## config.mk

```make
export PLATFORM = sky130hd
export DESIGN_NAME = matrix_multiply_engine_flat
export DESIGN_NICKNAME = d
export VERILOG_FILES = /design/src/rtl/mme_pkg.sv /design/src/rtl/mme_in_if.sv /design/src/rtl/mme_out_if.sv /design/src/rtl/matrix_multiply_engine.sv /design/src/rtl/mme_ctrl.sv /design/src/rtl/mme_datapath.sv /design/src/flat_wrapper.sv
export SDC_FILE = /design/constraint.sdc
export NUM_CORES = 2
export LEC_CHECK = 0
export BUFFER_PORTS_ARGS = -buffer_cell sky130_fd_sc_hd__buf_2
export CORE_ASPECT_RATIO = 1.5
export CORE_UTILIZATION = 25
export DETAILED_ROUTE_END_ITERATION = 10
export HOLD_SLACK_MARGIN = 0.15
export SLEW_MARGIN = 0
export SYNTH_ARGS = -nofsm -noshare
export SYNTH_HDL_FRONTEND = slang
export SYNTH_SLANG_ARGS = --single-unit
```

## constraint.sdc

```tcl
create_clock -name clk -period 6.7 [get_ports clk]
set_input_delay 1.34 -clock clk [delete_from_list [all_inputs] [get_ports clk]]
set_output_delay 1.34 -clock clk [all_outputs]
set_load 0.01 [all_outputs]
```

## src/rtl/mme_pkg.sv

```systemverilog
`default_nettype none
// ----------------------------------------------------------------------------
// mme_pkg
// Shared types, widths, codes and helpers of the matrix multiply engine.
// ----------------------------------------------------------------------------
package mme_pkg;

  localparam int unsigned DIM_W   = 4;
  localparam int unsigned POS_W   = 3;
  localparam int unsigned ADDR_W  = 6;
  localparam int unsigned SIZE_W  = 7;
  localparam int unsigned VAL_W   = 16;
  localparam int unsigned PROD_W  = 32;
  localparam int unsigned SUM_W   = 40;
  localparam int unsigned OP_W    = 2;
  localparam int unsigned CIDX_W  = 2;
  localparam int unsigned DEPTH   = 64;

  localparam logic [DIM_W-1:0] MAX_DIM = 4'd8;

  localparam logic [OP_W-1:0] OP_WR_A    = 2'd0;
  localparam logic [OP_W-1:0] OP_WR_B    = 2'd1;
  localparam logic [OP_W-1:0] OP_COMPUTE = 2'd2;

  localparam logic [CIDX_W-1:0] CFG_A_ROWS = 2'd0;
  localparam logic [CIDX_W-1:0] CFG_A_COLS = 2'd1;
  localparam logic [CIDX_W-1:0] CFG_B_ROWS = 2'd2;
  localparam logic [CIDX_W-1:0] CFG_B_COLS = 2'd3;

  typedef enum logic [1:0] {
    ST_IDLE,
    ST_MAC,
    ST_DRAIN,
    ST_EMIT
  } state_t;

  typedef struct packed {
    logic accept;
    logic start;
    logic issue;
    logic emit;
  } cmd_t;

  typedef struct packed {
    logic start_ok;
    logic k_last;
    logic ac_zero;
    logic pipe_busy;
    logic elem_last;
    logic out_free;
  } status_t;

  function automatic logic [DIM_W-1:0] eff_dim(input logic [DIM_W-1:0] raw);
    return (raw > MAX_DIM) ? MAX_DIM : raw;
  endfunction

endpackage
`default_nettype wire

```

## src/rtl/mme_in_if.sv

```systemverilog
`default_nettype none
// ----------------------------------------------------------------------------
// mme_in_if
// Input channel: element loads and compute requests.
// ----------------------------------------------------------------------------
interface mme_in_if;
  logic                          valid;
  logic                          ready;
  logic [mme_pkg::OP_W-1:0]      op;
  logic [mme_pkg::ADDR_W-1:0]    element_index;
  logic signed [mme_pkg::VAL_W-1:0] element_value;

  modport source (output valid, output op, output element_index, output element_value,
                  input ready);
  modport sink   (input valid, input op, input element_index, input element_value,
                  output ready);
endinterface
`default_nettype wire

```

## src/rtl/mme_out_if.sv

```systemverilog
`default_nettype none
// ----------------------------------------------------------------------------
// mme_out_if
// Result channel: one product element per transaction.
// ----------------------------------------------------------------------------
interface mme_out_if;
  logic                             valid;
  logic                             ready;
  logic [mme_pkg::POS_W-1:0]        out_row;
  logic [mme_pkg::POS_W-1:0]        out_col;
  logic signed [mme_pkg::SUM_W-1:0] product_value;
  logic                             last;

  modport source (output valid, output out_row, output out_col, output product_value,
                  output last, input ready);
  modport sink   (input valid, input out_row, input out_col, input product_value,
                  input last, output ready);
endinterface
`default_nettype wire

```

## src/rtl/matrix_multiply_engine.sv

```systemverilog
// Loads stream one per cycle while the engine is idle. A compute item is
// taken, then each of the a_row_count * b_col_count product elements gets
// a_col_count multiply-accumulate steps (none if a_col_count is 0), a drain
// of the read, multiply and add pipeline and a load of the result register.
// Result stalls hold this up; input is held off until the last element loads.
// Reset (synchronous, rst_n low) idles, empties the result, sets dims to 8.
`default_nettype none
// ----------------------------------------------------------------------------
// matrix_multiply_engine
// Dense Q8.8 matrix multiply over two local element stores.
// ----------------------------------------------------------------------------
module matrix_multiply_engine (
  input  wire logic                        clk,
  input  wire logic                        rst_n,
  mme_in_if.sink                           in_chan,
  mme_out_if.source                        out_chan,
  input  wire logic                        cfg_wr_en,
  input  wire logic [mme_pkg::CIDX_W-1:0]  cfg_index,
  input  wire logic [mme_pkg::DIM_W-1:0]   cfg_wdata
);

  mme_pkg::cmd_t    cmd;
  mme_pkg::status_t status;
  logic             in_ready;

  assign in_chan.ready = in_ready;

  mme_ctrl u_ctrl (
    .clk      (clk),
    .rst_n    (rst_n),
    .in_valid (in_chan.valid),
    .in_ready (in_ready),
    .status   (status),
    .cmd      (cmd)
  );

  mme_datapath u_datapath (
    .clk       (clk),
    .rst_n     (rst_n),
    .cfg_wr_en (cfg_wr_en),
    .cfg_index (cfg_index),
    .cfg_wdata (cfg_wdata),
    .in_op     (in_chan.op),
    .in_index  (in_chan.element_index),
    .in_value  (in_chan.element_value),
    .cmd       (cmd),
    .status    (status),
    .out_valid (out_chan.valid),
    .out_ready (out_chan.ready),
    .out_row   (out_chan.out_row),
    .out_col   (out_chan.out_col),
    .out_value (out_chan.product_value),
    .out_last  (out_chan.last)
  );

endmodule
`default_nettype wire

```

## src/rtl/mme_ctrl.sv

```systemverilog
`default_nettype none
// ----------------------------------------------------------------------------
// mme_ctrl
// Sequencer: accepts items, steps the multiply-accumulate and emits results.
// ----------------------------------------------------------------------------
module mme_ctrl (
  input  wire logic             clk,
  input  wire logic             rst_n,
  input  wire logic             in_valid,
  output logic                  in_ready,
  input  wire mme_pkg::status_t status,
  output mme_pkg::cmd_t         cmd
);

  mme_pkg::state_t state_r;
  mme_pkg::state_t state_nxt;

  always_ff @(posedge clk) begin
    if (!rst_n) begin
      state_r <= mme_pkg::ST_IDLE;
    end else begin
      state_r <= state_nxt;
    end
  end

  always_comb begin
    state_nxt = state_r;
    case (state_r)
      mme_pkg::ST_IDLE: begin
        if (in_valid && status.start_ok) begin
          state_nxt = status.ac_zero ? mme_pkg::ST_DRAIN : mme_pkg::ST_MAC;
        end
      end
      mme_pkg::ST_MAC: begin
        if (status.k_last) begin
          state_nxt = mme_pkg::ST_DRAIN;
        end
      end
      mme_pkg::ST_DRAIN: begin
        if (!status.pipe_busy) begin
          state_nxt = mme_pkg::ST_EMIT;
        end
      end
      mme_pkg::ST_EMIT: begin
        if (status.out_free) begin
          if (status.elem_last) begin
            state_nxt = mme_pkg::ST_IDLE;
          end else if (status.ac_zero) begin
            state_nxt = mme_pkg::ST_DRAIN;
          end else begin
            state_nxt = mme_pkg::ST_MAC;
          end
        end
      end
      default: state_nxt = mme_pkg::ST_IDLE;
    endcase
  end

  always_comb begin
    in_ready   = 1'b0;
    cmd        = '0;
    case (state_r)
      mme_pkg::ST_IDLE: begin
        in_ready   = 1'b1;
        cmd.accept = in_valid;
        cmd.start  = in_valid && status.start_ok;
      end
      mme_pkg::ST_MAC: begin
        cmd.issue = 1'b1;
      end
      mme_pkg::ST_DRAIN: begin
        cmd = '0;
      end
      mme_pkg::ST_EMIT: begin
        cmd.emit = status.out_free;
      end
      default: cmd = '0;
    endcase
  end

endmodule
`default_nettype wire

```

## src/rtl/mme_datapath.sv

```systemverilog
`default_nettype none
// ----------------------------------------------------------------------------
// mme_datapath
// Element stores, dimension registers, address walk, multiply-accumulate
// pipeline and the result register.
// ----------------------------------------------------------------------------
module mme_datapath (
  input  wire logic                               clk,
  input  wire logic                               rst_n,
  input  wire logic                               cfg_wr_en,
  input  wire logic [mme_pkg::CIDX_W-1:0]         cfg_index,
  input  wire logic [mme_pkg::DIM_W-1:0]          cfg_wdata,
  input  wire logic [mme_pkg::OP_W-1:0]           in_op,
  input  wire logic [mme_pkg::ADDR_W-1:0]         in_index,
  input  wire logic signed [mme_pkg::VAL_W-1:0]   in_value,
  input  wire mme_pkg::cmd_t                      cmd,
  output mme_pkg::status_t                        status,
  output logic                                    out_valid,
  input  wire logic                               out_ready,
  output logic [mme_pkg::POS_W-1:0]               out_row,
  output logic [mme_pkg::POS_W-1:0]               out_col,
  output logic signed [mme_pkg::SUM_W-1:0]        out_value,
  output logic                                    out_last
);

  logic [mme_pkg::DIM_W-1:0] a_rows_r, a_cols_r, b_rows_r, b_cols_r;
  logic [mme_pkg::DIM_W-1:0] ar, ac, br, bc;
  logic [mme_pkg::SIZE_W-1:0] a_size, b_size;

  logic signed [mme_pkg::VAL_W-1:0] a_mem [mme_pkg::DEPTH];
  logic signed [mme_pkg::VAL_W-1:0] b_mem [mme_pkg::DEPTH];

  logic [mme_pkg::POS_W-1:0]  i_r, i_nxt, j_r, j_nxt, k_r, k_nxt;
  logic [mme_pkg::ADDR_W-1:0] a_base_r, a_base_nxt, a_addr_r, a_addr_nxt;
  logic [mme_pkg::ADDR_W-1:0] b_addr_r, b_addr_nxt;
  logic                       row_end;

  logic signed [mme_pkg::VAL_W-1:0]  a_rd_r, b_rd_r;
  logic signed [mme_pkg::PROD_W-1:0] mul_r;
  logic signed [mme_pkg::SUM_W-1:0]  acc_r, acc_nxt;
  logic                              rd_v_r, mul_v_r;

  logic                              out_valid_r, out_valid_nxt;
  logic [mme_pkg::POS_W-1:0]         out_row_r, out_col_r;
  logic signed [mme_pkg::SUM_W-1:0]  out_value_r;
  logic                              out_last_r;

  // Dimension registers.
  always_ff @(posedge clk) begin
    if (!rst_n) begin
      a_rows_r <= mme_pkg::MAX_DIM;
      a_cols_r <= mme_pkg::MAX_DIM;
      b_rows_r <= mme_pkg::MAX_DIM;
      b_cols_r <= mme_pkg::MAX_DIM;
    end else if (cfg_wr_en) begin
      case (cfg_index)
        mme_pkg::CFG_A_ROWS: a_rows_r <= cfg_wdata;
        mme_pkg::CFG_A_COLS: a_cols_r <= cfg_wdata;
        mme_pkg::CFG_B_ROWS: b_rows_r <= cfg_wdata;
        mme_pkg::CFG_B_COLS: b_cols_r <= cfg_wdata;
        default: ;
      endcase
    end
  end

  assign ar = mme_pkg::eff_dim(a_rows_r);
  assign ac = mme_pkg::eff_dim(a_cols_r);
  assign br = mme_pkg::eff_dim(b_rows_r);
  assign bc = mme_pkg::eff_dim(b_cols_r);

  assign a_size = {3'b000, ar} * {3'b000, ac};
  assign b_size = {3'b000, br} * {3'b000, bc};

  // Stores: loads write while idle, the walk reads while computing.
  always_ff @(posedge clk) begin
    if (cmd.accept && (in_op == mme_pkg::OP_WR_A) && ({1'b0, in_index} < a_size)) begin
      a_mem[in_index] <= in_value;
    end
    if (cmd.issue) begin
      a_rd_r <= a_mem[a_addr_r];
    end
  end

  always_ff @(posedge clk) begin
    if (cmd.accept && (in_op == mme_pkg::OP_WR_B) && ({1'b0, in_index} < b_size)) begin
      b_mem[in_index] <= in_value;
    end
    if (cmd.issue) begin
      b_rd_r <= b_mem[b_addr_r];
    end
  end

  // Address walk: A runs along a row, B steps down a column by its stride.
  assign row_end = ({1'b0, j_r} == (bc - 4'd1));

  always_comb begin
    i_nxt      = i_r;
    j_nxt      = j_r;
    k_nxt      = k_r;
    a_base_nxt = a_base_r;
    a_addr_nxt = a_addr_r;
    b_addr_nxt = b_addr_r;
    if (cmd.start) begin
      i_nxt      = '0;
      j_nxt      = '0;
      k_nxt      = '0;
      a_base_nxt = '0;
      a_addr_nxt = '0;
      b_addr_nxt = '0;
    end else if (cmd.issue) begin
      k_nxt      = k_r + 3'd1;
      a_addr_nxt = a_addr_r + 6'd1;
      b_addr_nxt = b_addr_r + {2'b00, bc};
    end else if (cmd.emit) begin
      k_nxt = '0;
      if (row_end) begin
        i_nxt      = i_r + 3'd1;
        j_nxt      = '0;
        a_base_nxt = a_base_r + {2'b00, ac};
      end else begin
        j_nxt = j_r + 3'd1;
      end
      a_addr_nxt = a_base_nxt;
      b_addr_nxt = {3'b000, j_nxt};
    end
  end

  always_ff @(posedge clk) begin
    i_r      <= i_nxt;
    j_r      <= j_nxt;
    k_r      <= k_nxt;
    a_base_r <= a_base_nxt;
    a_addr_r <= a_addr_nxt;
    b_addr_r <= b_addr_nxt;
  end

  // Multiply-accumulate pipeline: read, multiply, add.
  always_ff @(posedge clk) begin
    if (!rst_n) begin
      rd_v_r  <= 1'b0;
      mul_v_r <= 1'b0;
    end else begin
      rd_v_r  <= cmd.issue;
      mul_v_r <= rd_v_r;
    end
  end

  always_ff @(posedge clk) begin
    if (rd_v_r) begin
      mul_r <= a_rd_r * b_rd_r;
    end
  end

  always_comb begin
    acc_nxt = acc_r;
    if (cmd.start || cmd.emit) begin
      acc_nxt = '0;
    end else if (mul_v_r) begin
      acc_nxt = acc_r + {{(mme_pkg::SUM_W - mme_pkg::PROD_W){mul_r[mme_pkg::PROD_W-1]}}, mul_r};
    end
  end

  always_ff @(posedge clk) begin
    acc_r <= acc_nxt;
  end

  // Result register.
  assign out_valid_nxt = cmd.emit ? 1'b1 : (out_ready ? 1'b0 : out_valid_r);

  always_ff @(posedge clk) begin
    if (!rst_n) begin
      out_valid_r <= 1'b0;
    end else begin
      out_valid_r <= out_valid_nxt;
    end
  end

  always_ff @(posedge clk) begin
    if (cmd.emit) begin
      out_row_r   <= i_r;
      out_col_r   <= j_r;
      out_value_r <= acc_r;
      out_last_r  <= status.elem_last;
    end
  end

  assign out_valid = out_valid_r;
  assign out_row   = out_row_r;
  assign out_col   = out_col_r;
  assign out_value = out_value_r;
  assign out_last  = out_last_r;

  always_comb begin
    status.start_ok  = (in_op == mme_pkg::OP_COMPUTE) && (ac == br) &&
                       (ar != '0) && (bc != '0);
    status.k_last    = ({1'b0, k_r} == (ac - 4'd1));
    status.ac_zero   = (ac == '0);
    status.pipe_busy = rd_v_r || mul_v_r;
    status.elem_last = ({1'b0, i_r} == (ar - 4'd1)) && row_end;
    status.out_free  = !out_valid_r || out_ready;
  end

endmodule
`default_nettype wire

```

## src/flat_wrapper.sv

```systemverilog
// flat-port wrapper written by rule: the top's interface ports become plain ports
module matrix_multiply_engine_flat 
  (clk, rst_n, cfg_wr_en, cfg_index, cfg_wdata, in_chan_valid, in_chan_op, in_chan_element_index, in_chan_element_value, in_chan_ready, out_chan_valid, out_chan_out_row, out_chan_out_col, out_chan_product_value, out_chan_last, out_chan_ready);
  mme_in_if in_chan_i ();
  mme_out_if out_chan_i ();
  input  wire logic clk;
  input  wire logic rst_n;
  input  wire logic cfg_wr_en;
  input  wire logic [mme_pkg::CIDX_W-1:0] cfg_index;
  input  wire logic [mme_pkg::DIM_W-1:0] cfg_wdata;
  input wire logic [$bits(in_chan_i.valid)-1:0] in_chan_valid;
  input wire logic [$bits(in_chan_i.op)-1:0] in_chan_op;
  input wire logic [$bits(in_chan_i.element_index)-1:0] in_chan_element_index;
  input wire logic [$bits(in_chan_i.element_value)-1:0] in_chan_element_value;
  output wire logic [$bits(in_chan_i.ready)-1:0] in_chan_ready;
  output wire logic [$bits(out_chan_i.valid)-1:0] out_chan_valid;
  output wire logic [$bits(out_chan_i.out_row)-1:0] out_chan_out_row;
  output wire logic [$bits(out_chan_i.out_col)-1:0] out_chan_out_col;
  output wire logic [$bits(out_chan_i.product_value)-1:0] out_chan_product_value;
  output wire logic [$bits(out_chan_i.last)-1:0] out_chan_last;
  input wire logic [$bits(out_chan_i.ready)-1:0] out_chan_ready;
  assign in_chan_i.valid = in_chan_valid;
  assign in_chan_i.op = in_chan_op;
  assign in_chan_i.element_index = in_chan_element_index;
  assign in_chan_i.element_value = in_chan_element_value;
  assign in_chan_ready = in_chan_i.ready;
  assign out_chan_valid = out_chan_i.valid;
  assign out_chan_out_row = out_chan_i.out_row;
  assign out_chan_out_col = out_chan_i.out_col;
  assign out_chan_product_value = out_chan_i.product_value;
  assign out_chan_last = out_chan_i.last;
  assign out_chan_i.ready = out_chan_ready;
  matrix_multiply_engine u_core (.clk(clk), .rst_n(rst_n), .in_chan(in_chan_i), .out_chan(out_chan_i), .cfg_wr_en(cfg_wr_en), .cfg_index(cfg_index), .cfg_wdata(cfg_wdata));
endmodule
```

-- Word-level counts from Yosys, hierarchy flattened
Memory sizes are Yosys's and may differ from the RTL's. A register that Yosys moved wholly into a read port is not among the register bits.
Index checks and enable logic that the tools add are counted.
Widths: inputs -> output; s select.
- bitwise operators: 1
- muxes and demuxes: 29
- reductions and logical operators: 28
- $mul: 3
- eq/ne operators: 16
- $add $sub $neg: 10
- order comparisons: 6
- operator list (cell ; count):
    $add 40x40->40 ; 1
    $mul 16x16->32 ; 1
    $mux 6 ; 5
    $gt 4x4->1 const B ; 4
    $mux 4 ; 4
    $lt 6x7->1 ; 2
    $mul 4x4->7 ; 2
    $mux 2 ; 7
    $add 6x4->6 ; 2
    $eq 3x4->1 ; 3
    $sub 4x1->4 const B ; 3
    $eq 2x2->1 const B ; 5
    $reduce_and 2->1 ; 5
    $add 3x1->3 const B ; 3
    $logic_and 1x1->1 ; 9
    $mux 1 ; 9
    $mux 3 ; 3
    $pmux 2 s4 ; 1
    $reduce_bool 4->1 ; 2
    $add 6x1->6 const B ; 1
    $eq 2x1->1 const B ; 3
    $logic_not 2->1 ; 3
    $ne 2x2->1 const B ; 3
    $eq 4x4->1 ; 1
    other kinds (8) ; 11
- input bits: 35
- logic and storage cells: 115
- memories kept: 2
- memory bits (writable): 2048
- bits in registers: 167
- output and inout bits: 49
- memories (memory ; words ; width ; rd ports ; clocked after Yosys merged registers in ; write ports ; line ; source):
    u_core.u_datapath.a_mem ; 64 ; 16 ; 1 ; 1 ; 1 ; mme_datapath.sv:30 ; logic signed [mme_pkg::VAL_W-1:0] a_mem [mme_pkg::DEPTH];
    u_core.u_datapath.b_mem ; 64 ; 16 ; 1 ; 1 ; 1 ; mme_datapath.sv:31 ; logic signed [mme_pkg::VAL_W-1:0] b_mem [mme_pkg::DEPTH];

-- Logic depth before layout (Yosys ltp)
- word-level depth: 12
- gate-level depth with buffers: 24
- gate-level depth less buffers: 23

-- By module
A second synthesis with hierarchy kept.
- cell total of the unflattened synthesis: 5112
- area total of the unflattened synthesis: 98251.7 µm²
- by module, submodules not included (module ; cells an instance ; instances ; area an instance (µm²)):
    mme_datapath ; 5091 ; 1 ; 98066.6
    mme_ctrl ; 21 ; 1 ; 185.2

-- Least setup slack after synthesis
No wires, ideal clock.
- path kind: flip-flop to flip-flop
- start: reg u_core.u_datapath.b_rd_r[7] in the netlist's numbering (read register of u_core.u_datapath.b_mem)
- end: reg u_core.u_datapath.mul_r[30] in the netlist's numbering (data pin)
- setup time: 0.265 ns
- arrival time: 5.668 ns
- setup slack: 0.767 ns
- data required time: 6.435 ns
- cell stages (with the launch flop): 23
- buffers on the path: 1
- cell sequence: edfxtp_1 -> clkbuf_1 -> nand2_1 -> fa_1 -> inv_1 -> fa_1 -> inv_1 -> fa_1 -> inv_1 -> fa_1 -> fa_1 -> inv_1 -> fa_1 -> inv_1 -> ha_1 -> and4_1 -> o2111ai_1 -> a31oi_1 -> nor2_1 -> o311ai_0 -> o2111ai_1 -> o21ai_0 -> xor2_1
- word-level cells in the longest chain between the ends: 1
- RTL lines (item ; line ; source):
    from (decl) ; mme_datapath.sv:38 ; logic signed [mme_pkg::VAL_W-1:0] a_rd_r, b_rd_r;
    $mul 16x16->32 ; mme_datapath.sv:150 ; mul_r <= a_rd_r * b_rd_r;
    to (signal assigned) ; mme_datapath.sv:150 ;
    to (decl) ; mme_datapath.sv:39 ; logic signed [mme_pkg::PROD_W-1:0] mul_r;
Every way passes these cells.
A chain may end at the register's enable or synchronous reset.

-- Final worst setup path
- start: reg u_core.u_datapath.b_rd_r[6] in the netlist's numbering (read register of u_core.u_datapath.b_mem)
- end: reg u_core.u_datapath.mul_r[31] in the netlist's numbering (data pin)
The elaborated chain is that of the path after synthesis.

==> impl_metrics.env <==
export IMPL_fin_nets=5881
export IMPL_max_stage_delay_ns=0.59
export IMPL_syn_avg_cell_area_um2=19.2
export IMPL_hold_path_class="reg2reg"
export IMPL_slew_headroom=0.207
export IMPL_slew_viol_final=0
export IMPL_drc_errors=0
export IMPL_crit_path_frequent_cell="fa_1"
export IMPL_die_h_um=771
export IMPL_crit_buf_inv=5
export IMPL_die_area_um2=396000
export IMPL_syn_area_um2=98500
export IMPL_rr_worst_depth=21
export IMPL_drive_above_1_share=0.233
export IMPL_cts_made_buffers=193
export IMPL_r2r_end="u_core.u_datapath.mul_r[31]$_DFFE_PP_"
export IMPL_wirelength_um=243000
export IMPL_status="complete, no violations"
export IMPL_die_x_um=514
export IMPL_crit_path_top_delay_cell="edfxtp_1"
export IMPL_gp_congestion=0.854
export IMPL_synth_xor_area_share=0.00925
export IMPL_hold_start="u_core.u_datapath.acc_r[34]$_SDFFE_PP0P_"
export IMPL_nFillCells=38200
export IMPL_reg2reg_slack_ns=0.33
export IMPL_grt_antenna_before_repair=13
export IMPL_ant_nets=0
export IMPL_overflow=0
export IMPL_finalCritPeriodShare=0.951
export IMPL_p_per_area_nw_per_um2=473
export IMPL_yosys_warnings=0
export IMPL_ctsHoldBuffers=0
export IMPL_synth_enable_flop_cells=2159
export IMPL_clockRootBuffer="clkbuf_16"
export IMPL_crit_path_start_kind="register"
export IMPL_setup_ws_ns=0.328
export IMPL_io_buffers=83
export IMPL_pwr_share_seq=0.324
export IMPL_synth_cell_types=71
export IMPL_pre_cts_slack_ns=0.155
export IMPL_final_common_cell="edfxtp_1"
export IMPL_num_vias=47800
export IMPL_wl_per_cell_um=22.5
export IMPL_cap_viol_max_count=0
export IMPL_grtUsageTotal=0.121
export IMPL_dp_hpwl_um=157000
export IMPL_syn_nets=5608
export IMPL_post_route_min_period_ns=6.37
export IMPL_num_rows=281
export IMPL_seq_area_frac_synth=0.676
export IMPL_leakagePower_uw=0.0362
export IMPL_clockPowerShare=0.210
export IMPL_dr_first_iter_drc_count=4222
export IMPL_hold_violations=0
export IMPL_worstSetupEndpointType="register"
export IMPL_rsz0062_at_grt="false"
export IMPL_synth_cells=5133
export IMPL_synth_compound_area_share=0.0190
export IMPL_first_pass_iters=7
export IMPL_cts_path_max_buffers=4
export IMPL_whs_path_depth=0
export IMPL_ys_ff_latch=2247
export IMPL_path_class="reg2reg"
export IMPL_power_switching_uw=19500
export IMPL_internal_power_uw=33800
export IMPL_synthMuxAreaShare=0.158
export IMPL_async_flop_share=0
export IMPL_core_area_um2=391000
export IMPL_synth_top_family_by_area="multiplexers"
export IMPL_worstMarginPinSlew_ns=1.18
export IMPL_cp_top_family="adder cells"
export IMPL_skew_ns=0.0628
export IMPL_required_ns=7.28
export IMPL_clkSinkCount=2247
export IMPL_worstPathMaxFanout=11
export IMPL_synth_ff_type="edfxtp_1"
export IMPL_power_frac_comb=0.465
export IMPL_grt_pass1_wl_um=356000
export IMPL_grt_pass1_vias=51300
export IMPL_synth_fa_ha_area_frac=0.0767
export IMPL_ioPinCount=84
export IMPL_area_delta_synth_final_pct=14.5
export IMPL_power_switching_share=0.365
export IMPL_cts_tree="built"
export IMPL_synth_simple_gate_area_frac=0.0375
export IMPL_hold_end="u_core.u_datapath.out_value[34]$_DFFE_PP_"
export IMPL_grt_max_degree=87
export IMPL_rr_startpoint="u_core.u_datapath.b_rd_r[6]$_DFFE_PP_"
export IMPL_timing_fmax_mhz=157
export IMPL_cts_clk_slew_worst_paths_ns=0.07
export IMPL_via_per_inst=4.43
export IMPL_ir_drop_mv=1.32
export IMPL_setup_tns_ns=0
export IMPL_insertion_delay_ns=0.89
export IMPL_setup_viol_count_final=0
export IMPL_worstPathCellList="buf_4 -> and2_1 -> fa_1 -> inv_1 -> fa_1 -> fa_1 -> inv_1 -> fa_1 -> fa_1 -> inv_1 -> fa_1 -> inv_1 -> ha_1 -> nand3_1 -> nor4b_1 -> o31ai_1 -> a311oi_1 -> nor2_1 -> o21ai_0 -> a21oi_1 -> xnor2_1"
export IMPL_start_util=0.252
export IMPL_arrival_ns=6.95
export IMPL_layout_common_cells="edfxtp_1, mux4_2, inv_1, fa_1, nor2_1"
export IMPL_cts_max_level=4
[worst register-to-register path, cell delays in order (launching register included)]
cell,delay (ns)
edfxtp_1,0.59
buf_4,0.25
and2_1,0.14
fa_1,0.48
inv_1,0.05
fa_1,0.48
fa_1,0.52
inv_1,0.06
fa_1,0.50
fa_1,0.49
inv_1,0.05
fa_1,0.48
inv_1,0.05
ha_1,0.36
nand3_1,0.20
nor4b_1,0.30
o31ai_1,0.20
a311oi_1,0.35
nor2_1,0.13
o21ai_0,0.18
a21oi_1,0.10
xnor2_1,0.14
[cells in the mapped netlist, drive strengths merged (24+ instances only)]
library cell | n | area share
nand2b | 24 | 0.0015
and2 | 140 | 0.0089
buf | 70 | 0.0029
mux2i | 43 | 0.0044
a21oi | 92 | 0.0047
nor2 | 245 | 0.0093
inv | 356 | 0.014
edfxtp | 2159 | 0.66
nand2 | 192 | 0.0073
xnor2 | 68 | 0.0060
mux4 | 672 | 0.15
nand3 | 29 | 0.0015
clkbuf | 166 | 0.0063
o21ai | 54 | 0.0029
dfxtp | 88 | 0.018
nor2b | 33 | 0.0021
a21o | 39 | 0.0030
ha | 167 | 0.021
xor2 | 36 | 0.0032
fa | 273 | 0.056
[routing by layer]
metal	track usage	share of wire	wire [um]	vias up
met2	0.233	0.55	134000	1167
met4	0.0458	0.038	9360	2
met1	0.136	0.37	90600	25800
met5	0	0.000078	19	-
li1	-	-	-	20500
met3	0.0130	0.039	9470	374
[registers in the layout (all words and copies together) (netlist names), 4 cells and up]
register                     flops
u_core.u_datapath.a_mem       1024
u_core.u_datapath.b_mem       1024
u_core.u_datapath.acc_r         40
u_core.u_datapath.out_value     40
u_core.u_datapath.mul_r         32
u_core.u_datapath.a_rd_r        16
u_core.u_datapath.b_rd_r        16
u_core.u_datapath.a_addr_r       6
u_core.u_datapath.a_base_r       6
u_core.u_datapath.b_addr_r       6
u_core.u_datapath.a_cols_r       4
u_core.u_datapath.a_rows_r       4
u_core.u_datapath.b_cols_r       4
u_core.u_datapath.b_rows_r       4
[cell type report]
cell class                      count  area [um^2]  area share
Antenna cell                        9         22.5    0.000200
Clock buffer                      228         4980      0.0442
Clock inverter                    105         1160      0.0103
Inverter                          356         1340      0.0119
Multi-Input combinational cell   2294        29600       0.263
Sequential cell                  2247        66600       0.591
Tap cell                         5235         6550      0.0581
Timing Repair Buffer              314         2390      0.0212
[power groups by stage]
stage | sequential (uW) | combinational [uW] | clock, uW
after floorplan | 17200 | 18200 | 0
after global placement | 17600 | 24500 | 0
after detailed placement | 17600 | 25000 | 0
after CTS | 17300 | 25100 | 11500
after global routing | 17300 | 27700 | 11900
final | 17300 | 24800 | 11200
[kinds of logic (layout without fill, tap and decap cells)]
logic type               count (synthesis)  after routing
adder cells (fa/ha/maj)                440            440
multiplexers                           717            717
other                                    0              9
XOR/XNOR                               104            104
AO/OA/AOI/OAI                          291            291
AND/OR/NAND/NOR                        742            742
buffers and inverters                  592           1003
flip-flops                            2247           2247
[metrics by stage]
step | util | instance area (um^2) | hold slack [ns] | total power [uW] | cells
2_1_floorplan | - | 98500 | 0.432 | 35400 | 5133
3_3_place_gp | 0.272 | 107000 | 0.464 | 42100 | 10400
3_5_place_dp | 0.272 | 107000 | 0.456 | 42600 | 10400
4_1_cts | 0.288 | 113000 | 0.475 | 53800 | 10800
5_1_grt | 0.288 | 113000 | 0.496 | 56900 | 10800
6_report | 0.288 | 113000 | 0.478 | 53300 | 10800
[what timing repair did]
item	CTS	global route
gates resized for setup	0	3
buffers inserted	0	0
endpoints found under the setup margin	0	4
[worst max-delay path by stage]
stage                                           from                                     to  slack, ns  cells after the start
6_report       u_core.u_datapath.b_rd_r[6]$_DFFE_PP_  u_core.u_datapath.mul_r[31]$_DFFE_PP_       0.33                     21
5_1_grt        u_core.u_datapath.b_rd_r[6]$_DFFE_PP_  u_core.u_datapath.mul_r[31]$_DFFE_PP_       0.03                     21
4_1_cts        u_core.u_datapath.a_rd_r[7]$_DFFE_PP_  u_core.u_datapath.mul_r[30]$_DFFE_PP_       0.16                     21
3_5_place_dp   u_core.u_datapath.a_rd_r[7]$_DFFE_PP_  u_core.u_datapath.mul_r[30]$_DFFE_PP_       0.16                     21
3_3_place_gp   u_core.u_datapath.b_rd_r[4]$_DFFE_PP_  u_core.u_datapath.mul_r[28]$_DFFE_PP_       0.20                     21
2_1_floorplan  u_core.u_datapath.b_rd_r[7]$_DFFE_PP_  u_core.u_datapath.mul_r[30]$_DFFE_PP_       0.77                     22
(Power assumes the default switching activity.)
